**src/rtl/hnm_mul.sv**
```systemverilog
// Shared 32x32 multiplier with registered product.
module hnm_mul (
  input  logic        clk,
  input  logic [31:0] a,
  input  logic [31:0] b,
  output logic [63:0] p
);
  logic [63:0] p_r;

  always_ff @(posedge clk) begin
    p_r <= {32'd0, a} * {32'd0, b};
  end

  assign p = p_r;
endmodule

```
**config.mk**
```make
export PLATFORM = sky130hd
export DESIGN_NAME = hnm_mul
export DESIGN_NICKNAME = d
export VERILOG_FILES = /design/src/rtl/hnm_mul.sv
export SDC_FILE = /design/constraint.sdc
export NUM_CORES = 2
export LEC_CHECK = 0
export ABC_AREA = 1
export BUFFER_PORTS_ARGS = -buffer_cell sky130_fd_sc_hd__buf_4
export CELL_PAD_IN_SITES_DETAIL_PLACEMENT = 0
export CELL_PAD_IN_SITES_GLOBAL_PLACEMENT = 1
export CORE_AREA = 2 2 280 282
export DETAILED_ROUTE_END_ITERATION = 12
export DIE_AREA = 0 0 282 284
export HOLD_SLACK_MARGIN = 0.06
export PLACE_DENSITY = 0.79
export SLEW_MARGIN = 15
export SYNTH_ARGS = -nofsm -noshare
export SYNTH_HDL_FRONTEND = slang
export SYNTH_SLANG_ARGS = --single-unit
```
**constraint.sdc**
```tcl
create_clock -name clk -period 18.75 [get_ports clk]
set_clock_uncertainty 0.15 [all_clocks]
set_input_delay 4.6875 -clock clk [delete_from_list [all_inputs] [get_ports clk]]
set_output_delay 4.6875 -clock clk [all_outputs]
set_load 0.02 [all_outputs]
```
Word-level counts from Yosys, hierarchy flattened
Index checks and enable logic that the tools add are counted.
{"block": "op_classes", "n_mul": 1}
{"op": "multiplier 32 x 32 -> 64 bit", "count": 1}
{"block": "word_totals", "reg_bits": 64, "out_inout_bits": 64, "elab_cells": 2}

Logic depth before layout (Yosys ltp)
{"block": "depth", "word_depth": 1, "depth_mapped": 30, "depth_no_buf": 29}

Least setup slack after synthesis
OpenSTA, ideal clock, no wires.
{"block": "synth_timing", "path_kind": "input to register", "start": "in a[25]", "end": "reg p_r[60], in the netlist p[60]", "setup_time_ps": 112, "arrival_time_ps": 10390, "path_slack_ps": 8098, "stages": 26, "n_path_buf": 1, "cell_sequence": "clkbuf_1 > nand2_1 > fa_1 > inv_1 > fa_1 > inv_1 > fa_1 > inv_1 > fa_1 > fa_1 > fa_1 > fa_1 > inv_1 > fa_1 > inv_1 > ha_1 > nand2_1 > nand2_1 > a21oi_1 > nand2_1 > nand2_1 > nand2_1 > a21oi_1 > nand2_1 > nand2_1 > nand2_1"}
{"block": "synth_between", "elab_chain_len": 1}
{"item": "start, declared", "line": "4", "source": "input logic [31:0] a,"}
{"item": "multiplier 32 x 32 -> 64 bit", "line": "11", "source": "p_r <= {32'd0, a} * {32'd0, b};"}
{"item": "end signal, assigned", "line": "11"}
{"item": "end, declared", "line": "8", "source": "logic [63:0] p_r;"}
Every way passes these cells.

Worst setup path after layout
{"block": "layout_timing", "start": "in a[10]", "end": "reg p_r[32], in the netlist p[32]"}
The elaborated chain is that of the path after synthesis.

==> summary.md <==
| Metric | Value |
|---|---|
| Hold Path Class | `in -> reg` |
| Most frequent CP cell | `fa_1` |
| CP max FO | `32` |
| Die area | `80,100 um^2` |
| Gate family responsible for the most delay along the worst path | `adder cells` |
| Clock Sinks | `between 60 and 70` |
| RSZ-0062 raised after global routing | `false` |
| # H-tree levels | `3` |
| Slowest stage delay, CP | `~560 ps` |
| Port Buffers | `approximately 130` |
| Final count of pins violating max slew | `0` |
| Slowest-stage cell, CP | `fa_1` |
| Top cells by count, synth | `1,723 x inv_1, 1,566 x nand2_1, 896 x fa_1` |
| Area growth from synthesis to layout | `4.98%` |
| GRT Util Overall | `between 20 and 30%` |
| Met1 GRT Util | `between 30% and 40%` |
| Diodes inserted | `0` |
| DIE HEIGHT | `around 280 um` |
| Residual DRC count | `0` |
| CP Launch Type | `primary input` |
| Worst rel slew slack | `~64%` |
| Status | `complete, no violations` |
| Final WL | `104,000 um` |
| Fin Setup TNS | `0 ps` |
| Asr flop ratio synth | `0%` |
| Met2 Resource Use GR | `between 40 and 50%` |
| Distinct cells, synth | `23` |
| # setup viols final | `0` |
| Post-synth EDFFs | `0` |
| Synthesis-stage register bit count | `64` |
| Hold buffer count at CTS | `0` |
| Top cells by area, synth | `fa_1 48%, inv_1 17%, nand2_1 16%` |
| Total iterations of the first detailed-routing run | `5` |
| Total core area | `77,000 um^2` |
| Final worst path period need | `approximately 11,000 ps` |
| Number of global-route vias before repair | `~31,000` |
| Detailed-placement wirelength estimate | `86,600 um` |
| Max Cap Violations | `0` |
| Tcrit/Tclk final | `between 60 and 70%` |
| First-pass GRT wire length | `between 150,000 and 200,000 um` |
| Main flop type after synthesis | `dfxtp_1` |
| WS Path Type | `in -> reg` |
| Initial Util | `between 40% and 50%` |
| GRT overflow | `0` |
| DR vias | `28,900` |
| Most common cell in the netlist | `inv_1` |
| Clk buf depth | `2` |
| Post-cts sizing count | `0` |
| Root buffer cell | `clkbuf_16` |
| Postcts setup bufs | `0` |
| Drt via density | `slightly below 5` |
| CTS Buf Count | `9` |
| Actual slew at the worst max-slew pin | `about 550 ps` |
| Cell Area, Synth | `roughly 37,000 um^2` |
| Post-synthesis sequential area ratio | `3.43%` |
| Routability cong. | `0.923` |
| Synth Net Count | `6,247` |
| Max reg flops | `between 60 and 70` |
| TritonCTS clock tree | `built` |
| Worst EP arrival | `around 11,000 ps` |
| Clock transition at path regs | `roughly 60 ps` |
| Initial antenna violation count | `0` |
| Largest net degree at the start of global routing | `33` |
| CP Buf/Inv Count | `9` |
| GRT Max-Usage Layer | `met2` |
| Fmax | `approximately 90 MHz` |
| CP Capture Type | `flip-flop` |
| # IOs | `approximately 130` |
| Top-area cell type share of the netlist area | `around 48%` |
| Critical Path RT | `approximately 19,000 ps` |
| Routed WL per cell | `around 17 um` |
| Ys Warns | `0` |
| Leading area contributor after synthesis | `fa_1` |
| Nets | `6,194` |
| Antenna Violating Nets Remaining | `0` |
| Syn avg cell area | `~7.4 um^2` |
| M3 GR Usage | `about 2.2%` |
| Cell count after synthesis | `5,023` |
| Worst hold slack | `about 4600 ps` |
| Final Hold Vio Count | `0` |
| Die W | `between 200 and 300 um` |
| Layout cell share with drive strength beyond 1 | `approximately 4.2%` |
| Drt first-iter violations | `1,765` |
| Row count | `about 100` |
[tightest hold or removal path: cells and delay by family]
kind,cells,cell delay [ps]
buffers and inverters,2,280
AND/OR/NAND/NOR,1,120
[metal layers]
layer / up-vias / share of wire (%)
met5: - / 0
met4: 0 / 2.4
met3: 145 / 4.3
met2: 706 / 50
met1: 14600 / 43
li1: 13500 / -
[metrics by stage]
step	setup WS (ps)	cells	area [um^2]	util (%)
after floorplan	8100	5023	37400	-
after global placement	7030	5999	38900	50.6
after detailed placement	7140	5999	38900	50.6
after CTS	7470	6015	39300	51.0
after global routing	7180	6015	39300	51.0
final	7420	6015	39300	51.0
[cell usage in the layout (no fill, tap or decap), drive strengths merged]
master and instances:
clkinv 1, a21oi 43, o21ai 2, xor2 33, nand2 1581, dfxtp 64
xnor2 2, clkbuf 11, ha 263, nor3 18, nor2 101, o21bai 12
inv 1735, fa 896, buf 128, bufinv 2, nand4 16, nand3 65
clkinvlp 2
[path summary, 6_finish.rpt]
path,start,endpoint,slack [ps],cells after the start
worst max-delay path,a[10],p[32]$_DFF_P_,7420,25
worst min-delay path,b[0],p[0]$_DFF_P_,4640,3
[cell families (layout without fill, tap and decap cells)]
group,Yosys count,after routing,synth area share (%)
fa+ha+maj,1159,1159,56.8
flops,64,64,3.43
compound gates,57,57,0.853
xor+xnor,35,35,0.820
buf+inv,1927,1879,19.3
simple gates,1781,1781,18.8
[cell type report]
type	instances	area, um^2
Clock buffer	11	243
Clock inverter	5	80.1
Fill cell	7716	37700
Inverter	1735	6510
Multi-Input combinational cell	3032	28900
Sequential cell	64	1280
Tap cell	1040	1300
Timing Repair Buffer	128	961
Power is left out: the tool's default activity adds up to more than one toggle a clock period on the data nets, which glitch-free logic cannot reach.
