<file path="config.mk">
export PLATFORM = sky130hd
export DESIGN_NAME = hnm_root_div
export DESIGN_NICKNAME = d
export VERILOG_FILES = /design/src/rtl/hnm_pkg.sv /design/src/rtl/hnm_root_div.sv
export SDC_FILE = /design/constraint.sdc
export NUM_CORES = 1
export LEC_CHECK = 0
export BUFFER_PORTS_ARGS = -buffer_cell sky130_fd_sc_hd__buf_2
export CORE_MARGIN = 8
export CORE_UTILIZATION = 55
export CTS_CLUSTER_DIAMETER = 200
export DETAILED_ROUTE_END_ITERATION = 12
export GPL_TIMING_DRIVEN = 0
export PLACE_DENSITY = 0.75
export RECOVER_POWER = 50
export SYNTH_ARGS = -nofsm -noshare
export SYNTH_HDL_FRONTEND = slang
export SYNTH_SLANG_ARGS = --single-unit
</file>
<file path="constraint.sdc">
create_clock -name clk -period 6.4 [get_ports clk]
set_clock_uncertainty 0.2 [all_clocks]
set_input_delay 1.28 -clock clk [delete_from_list [all_inputs] [get_ports clk]]
set_output_delay 1.28 -clock clk [all_outputs]
set_load 0.02 [all_outputs]
</file>
<file path="src/rtl/hnm_pkg.sv">
// Shared constants, register indexes and arithmetic helpers for the normal map core.
package hnm_pkg;

  localparam int MAX_WIDTH_DEF = 1024;

  localparam int CFG_IDX_W  = 2;
  localparam int CFG_DATA_W = 16;

  localparam logic [CFG_IDX_W-1:0] CFG_IMAGE_WIDTH    = 2'd0;
  localparam logic [CFG_IDX_W-1:0] CFG_IMAGE_HEIGHT   = 2'd1;
  localparam logic [CFG_IDX_W-1:0] CFG_VERTICAL_SCALE = 2'd2;

  localparam logic [10:0] IMAGE_WIDTH_RST    = 11'd2;
  localparam logic [15:0] IMAGE_HEIGHT_RST   = 16'd2;
  localparam logic [15:0] VERTICAL_SCALE_RST = 16'd256;

  // root / divide unit step counts
  localparam int ROOT_STEPS = 32;
  localparam int DIV_STEPS  = 17;

  localparam logic [17:0] ONE_Q16 = 18'h10000;
  localparam logic [17:0] TWO_Q16 = 18'h20000;
  localparam logic [63:0] GRAD_MAX = 64'h0000_0000_7FFF_FFFF;

  // shift by span (two inside, one at an edge) and saturate to Q16.16 magnitude
  function automatic logic [30:0] grad_sat(input logic [63:0] p, input logic inner);
    logic [63:0] s;
    begin
      s = inner ? (p >> 2) : (p >> 1);
      grad_sat = (s > GRAD_MAX) ? GRAD_MAX[30:0] : s[30:0];
    end
  endfunction

  // offset a signed component by one and clamp to [0, 2.0]
  function automatic logic [17:0] comp_u(input logic neg, input logic [31:0] v);
    logic [32:0] s;
    begin
      s = {1'b0, v} + {15'd0, ONE_Q16};
      if (neg) begin
        comp_u = (s > {15'd0, TWO_Q16}) ? TWO_Q16 : s[17:0];
      end else if (v > {14'd0, ONE_Q16}) begin
        comp_u = 18'd0;
      end else begin
        comp_u = ONE_Q16 - v[17:0];
      end
    end
  endfunction

  // floor((u * 255 + 1.0) / 2^17)
  function automatic logic [7:0] enc_u(input logic [17:0] u);
    logic [25:0] t;
    begin
      t = {u, 8'd0} - {8'd0, u} + {8'd0, ONE_Q16};
      enc_u = t[24:17];
    end
  endfunction

endpackage

</file>
<file path="src/rtl/hnm_root_div.sv">
// Radix-2 integer square root followed by 2^32 / root, on one shared subtractor.
module hnm_root_div (
  input  logic        clk,
  input  logic        rst_n,
  input  logic        start,
  input  logic [63:0] radicand,
  output logic        done,
  output logic [16:0] quot
);
  localparam logic [1:0] PH_IDLE = 2'd0;
  localparam logic [1:0] PH_ROOT = 2'd1;
  localparam logic [1:0] PH_DIV  = 2'd2;

  logic [1:0]  phase_r;
  logic [4:0]  cnt_r;
  logic        done_r;
  logic [63:0] rad_r;
  logic [33:0] rem_r;
  logic [31:0] root_r;
  logic [16:0] quot_r;

  logic [33:0] op_a;
  logic [33:0] op_b;
  logic [34:0] diff;
  logic        ge;

  always_comb begin
    if (phase_r == PH_ROOT) begin
      op_a = {rem_r[31:0], rad_r[63:62]};
      op_b = {root_r, 2'b01};
    end else begin
      op_a = {rem_r[32:0], 1'b0};
      op_b = {2'b00, root_r};
    end
  end

  assign diff = {1'b0, op_a} - {1'b0, op_b};
  assign ge   = !diff[34];

  always_ff @(posedge clk) begin
    if (!rst_n) begin
      phase_r <= PH_IDLE;
      cnt_r   <= '0;
      done_r  <= 1'b0;
    end else begin
      done_r <= 1'b0;
      case (phase_r)
        PH_IDLE: begin
          if (start) begin
            phase_r <= PH_ROOT;
            cnt_r   <= '0;
            rad_r   <= radicand;
            rem_r   <= '0;
            root_r  <= '0;
          end
        end
        PH_ROOT: begin
          rad_r  <= {rad_r[61:0], 2'b00};
          root_r <= {root_r[30:0], ge};
          cnt_r  <= cnt_r + 5'd1;
          if (32'(cnt_r) == hnm_pkg::ROOT_STEPS - 1) begin
            // root is at least 2^16, so a start remainder of 2^15 keeps 17 quotient bits
            phase_r <= PH_DIV;
            cnt_r   <= '0;
            rem_r   <= 34'h8000;
            quot_r  <= '0;
          end else begin
            rem_r <= ge ? diff[33:0] : op_a;
          end
        end
        PH_DIV: begin
          rem_r  <= ge ? diff[33:0] : op_a;
          quot_r <= {quot_r[15:0], ge};
          cnt_r  <= cnt_r + 5'd1;
          if (32'(cnt_r) == hnm_pkg::DIV_STEPS - 1) begin
            phase_r <= PH_IDLE;
            done_r  <= 1'b1;
          end
        end
        default: phase_r <= PH_IDLE;
      endcase
    end
  end

  assign done = done_r;
  assign quot = quot_r;

  a_quot_range: assert property (@(posedge clk) disable iff (!rst_n)
    done_r |-> (quot_r <= 17'h10000))
    else $error("reciprocal root above one");

  a_root_floor: assert property (@(posedge clk) disable iff (!rst_n)
    (phase_r == PH_DIV) |-> (root_r >= 32'h10000))
    else $error("root below 2^16 entering divide");
endmodule

</file>
# Yosys cells after proc, flatten, opt, wreduce, memory -nomap -nowiden
# Cells that the tools add are included.
# op_classes
mul,0
n_eq_ne,7
n_lt_le_gt_ge,0
reduce_logical,11
bitwise,0
shift,0
n_div,0
addsub,2
n_mux,20
# op_table
operator,n
$pmux W64 S2,1
$mux W33,3
$pmux W33 S3,1
$mux W34,2
$mux W64,1
$pmux W32 S2,1
$sub A34 B34 Y35,1
$pmux W17 S2,1
$mux W32,1
$mux W17,1
$pmux W5 S3,1
$reduce_and A3 Y1,4
$eq A5 B5 Y1 const B,2
$mux W5,2
$mux W2,3
$pmux W2 S3,1
$add A5 B1 Y5 const B,1
$ne A2 B2 Y1 const B,2
$reduce_and A2 Y1,2
$reduce_bool A2 Y1,2
$reduce_bool A3 Y1,1
$eq A2 B1 Y1 const B,1
$eq A2 B2 Y1 const B,1
$logic_not A2 Y1,1
other kinds (3),3
# totals
in_bits,67
memories,0
ram_bits,0
mem_bits_ro,0
elab_cells,47
latch_bits,0
regBits,154

# Longest topological paths before layout
# logic_depth
depth_word,6
ltp_mapped,20
ltp_nobuf,14

# Worst setup path before layout
# Ideal clock, no wire load.
# synth_path
path_type,register to register
from,register phase_r[1]
to,register rem_r[4] (data pin)
path_slack_ns,1.949
t_arrival_ns,3.973
n_path_buf,5
setup_time_ns,0.278
path_stages_with_launch,19
required_time_ns,5.922
cell_sequence,dfxtp_1 -> inv_1 -> ha_1 -> buf_4 -> clkbuf_1 -> clkbuf_1 -> mux2_2 -> ha_1 -> clkbuf_1 -> nand4_1 -> nor2_1 -> nand2_1 -> nor3_1 -> a211oi_2 -> a211oi_4 -> a31oi_4 -> buf_2 -> nor3_1 -> nor3_1
# synth_via
elab_chain_cells,6
word_cells_on_any_way,9
classes_between,1 x add/sub; 2 x eq/ne; 5 x mux; 1 x reduce/logical
# synth_lines
element,line,source
from (decl),hnm_root_div.sv:14,logic [1:0] phase_r;
from (signal assigned),hnm_root_div.sv:42,phase_r <= PH_IDLE;
from (signal assigned),hnm_root_div.sv:50,phase_r <= PH_ROOT;
from (signal assigned),hnm_root_div.sv:63,phase_r <= PH_DIV;
$eq A2 B1 Y1,"hnm_root_div.sv:28, hnm_root_div.sv:47",
$mux W34,hnm_root_div.sv:28,if (phase_r == PH_ROOT) begin
$sub A34 B34 Y35,hnm_root_div.sv:37,"assign diff = {1'b0, op_a} - {1'b0, op_b};"
$mux W33,"hnm_root_div.sv:68, hnm_root_div.sv:72",
$mux W33,hnm_root_div.sv:61,if (32'(cnt_r) == hnm_pkg::ROOT_STEPS - 1) begin
$pmux W33 S3 *,hnm_root_div.sv:47,case (phase_r)
to (signal assigned),hnm_root_div.sv:68,rem_r <= ge ? diff[33:0] : op_a;
to (signal assigned),hnm_root_div.sv:72,rem_r <= ge ? diff[33:0] : op_a;
to (decl),hnm_root_div.sv:18,logic [33:0] rem_r;
# Mark *: on every way between the ends. The rest lies on a longest branch, timed or not.
# A chain may end at the register's enable or synchronous reset.

# Worst setup path in the final report
# layout_path
from,register phase_r[1]
to,register rem_r[15] (data pin)
# Same word-level chain as after synthesis.

==> run metrics <==
crit path launch type=flop; die height=about 140 um; min Tclk post-route=just under 6000 ps; cell mode on critical path=clkbuf_1; DR WL/cell=17.8 um; largest family of logic cells by synthesized area=compound AO/OA/AOI/OAI gates; DRC viols=0; critical path's slowest cell=clkbuf_1; Hold Path Class=reg2reg; Global Route Usage Sum=0.202; complex-gate fraction of the synthesized area=0.133; design area=around 10000 um2; post-CTS setup buffer count=0; Fmax=0.168 GHz; syn_nets=just under 900; via count=between 6000 and 7000; worst setup path class=reg2reg; CTS tree=yes; initial cell density of the core=0.562; final WL=between 15 and 20 mm; Hold Vio Cnt, Final=0; Die W=143 um; crit share post-route=0.928; most common cell after layout, fill and taps aside=edfxtp_1; P_leak=roughly 3.7 nW; Clock Sink Count=154; Final Max Slew Viols=34; status=complete, but fails checks; largest net degree at the start of global routing=50; first drt pass iteration count=5; Total Power=just under 4 mW; sequential fraction of the synthesis area=0.509; TritonCTS Buffers=17; num rows=46; Die Area=20600 um2; vias per cell=5.73; Post-synth ARST share=0; cell area after synthesis=a little under 9000 um2; first-pass GRT wire length=about 33 mm; CTS max path bufs=2; GP Congestion=approximately 0.9; clock latency on the worst-skew pair=between 400 and 500 ps; htree depth=4; most frequent cells in the layout=edfxtp_1, mux2_2, a21oi_1; hold buffer count at CTS=0; fraction of layout cells with a size suffix above 1=0.229; Root Buffer=clkbuf_16; initial antenna violation count=1; peak supply drop=approximately 0.00023 V; failing checks=max-capacitance violations, max-slew violations; average cell area after synthesis=11.4 um2; drt initial violations=518; Post-synth EDFFs=approximately 150; post-synthesis mux area share=0.124; Port Buffers=84; RSZ-0062 raised after global routing=false; Synth Register Bits=~150; DPL Wire Length=between 10 and 15 mm; io pins=85; GR Overflow Total=0; placed inst area=~9600 um2; Synth Flop Type=edfxtp_1; Cells after Synth=a little under 800; crit end category=flop; Power Density=~390 nW/um2; Cell variety after synth=60; Slew @ Worst Pin=about 2400 ps; number of global-route vias before repair=6609; Simple-Gate Fraction of Synth Area=0.123; CP max stage delay=~520 ps; hold slack=slightly below 300 ps; Slew headroom=-0.596; Reg clk slew, reported paths=60 ps; Post-Synth XOR/XNOR Area=0.0285; Nets=about 990; number of setup violations in the final report=0; Yosys Warn Count=0; Post-Synth Adder-Cell Area=0.0568; Post-Route Setup TNS=0 ps; Max-Cap Viols=1; CP Max Fanout=10; Reg2Reg Setup Slack=roughly 460 ps; CP Cell Sequence=inv_1 > ha_1 > buf_4 > clkbuf_1 > clkbuf_1 > clkbuf_1 > and2_1 > a21oi_1 > ha_1 > clkbuf_1 > o21ai_0 > o21bai_1 > a211oi_1 > o21ai_0 > a211oi_2 > a211oi_4 > a31oi_4 > buf_2 > nand2_1 > a31oi_1; Critical Path RT=6420 ps; core area=around 16000 um2; synthesis-to-layout area growth=14.0%; post-CTS sizing=0; Worst EP arrival=around 6000 ps; remaining antenna violation count=0
[layout make-up]
| class | count | area [um2] |
|---|---|---|
| Sequential cell | 154 | 4540 |
| Inverter | 14 | 52.6 |
| Timing Repair Buffer | 85 | 425 |
| Multi-Input combinational cell | 572 | 4150 |
| Antenna cell | 1 | 2.50 |
| Tap cell | 216 | 270 |
| Clock inverter | 14 | 120 |
| Clock buffer | 18 | 429 |
| Fill cell | 1325 | 5710 |
| Buffer | 43 | 175 |
[power breakdown]
group	internal, mW	switching, mW	total, mW
registers	1.28	0.0504	1.33
logic	0.685	1.01	1.70
clock network	0.534	0.412	0.946
total	2.50	1.47	3.97
[critical path, delay by kind of cell, from the launching register on]
family / cells / cell delay [ps]
simple gates: 2 / 340
flops: 1 / 320
fa+ha+maj: 2 / 490
buf+inv: 7 / 2200
compound gates: 9 / 2170
[cells by family after synthesis]
logic type / count (synthesis)
AND/OR/NAND/NOR: 218
AO/OA/AOI/OAI: 186
flip-flops: 154
multiplexers: 99
buffers and inverters: 57
adder cells (fa/ha/maj): 40
XOR/XNOR: 29
[worst paths after layout]
check	start	endpoint	cells past startpoint
setup / recovery	phase_r[1]	rem_r[15]	20
hold / removal	cnt_r[4]	cnt_r[4]	2
setup reg to reg	phase_r[1]	rem_r[15]	20
hold reg to reg	cnt_r[4]	cnt_r[4]	2
[cells in the mapped netlist, types with 9 or more instances]
cell | n | area [um2]
a211oi_1 | 9 | 67.6
a21o_1 | 19 | 143
a21oi_1 | 77 | 385
a31oi_1 | 10 | 62.6
and2_1 | 52 | 325
clkbuf_1 | 35 | 131
edfxtp_1 | 146 | 4380
ha_1 | 38 | 475
inv_1 | 13 | 48.8
mux2_2 | 94 | 1060
nand2_1 | 67 | 251
nand3_1 | 17 | 85.1
nor2_1 | 32 | 120
nor3_1 | 10 | 50.1
o21ai_0 | 24 | 120
xnor2_1 | 19 | 166
xor2_1 | 10 | 87.6
[routing by layer]
| layer | part of all wire | wire length (um) | up-vias | GRT usage |
|---|---|---|---|---|
| met5 | 0 | 0 | - | 0 |
| li1 | - | - | 3123 | - |
| met4 | 0.012 | 230 | 0 | 0.0719 |
| met3 | 0.054 | 1080 | 23 | 0.0401 |
| met1 | 0.45 | 9030 | 3065 | 0.260 |
| met2 | 0.48 | 9520 | 191 | 0.333 |
[state kept, by name, indices dropped and copies added, names as in the netlist]
signal / cells
rad_r: 64
rem_r: 33
root_r: 32
quot: 17
cnt_r: 5
phase_r: 2
done: 1
[stage by stage]
| stage | util | setup slack, ps | std cells |
|---|---|---|---|
| 3_3_place_gp | 0.605 | 612 | 1083 |
| 4_1_cts | 0.642 | 466 | 1116 |
| 6_report | 0.640 | 461 | 1117 |
| 5_1_grt | 0.640 | 92.7 | 1117 |
| 2_1_floorplan | - | 1950 | 783 |
| 3_5_place_dp | 0.607 | 519 | 1084 |
(Power assumes the default switching activity.)
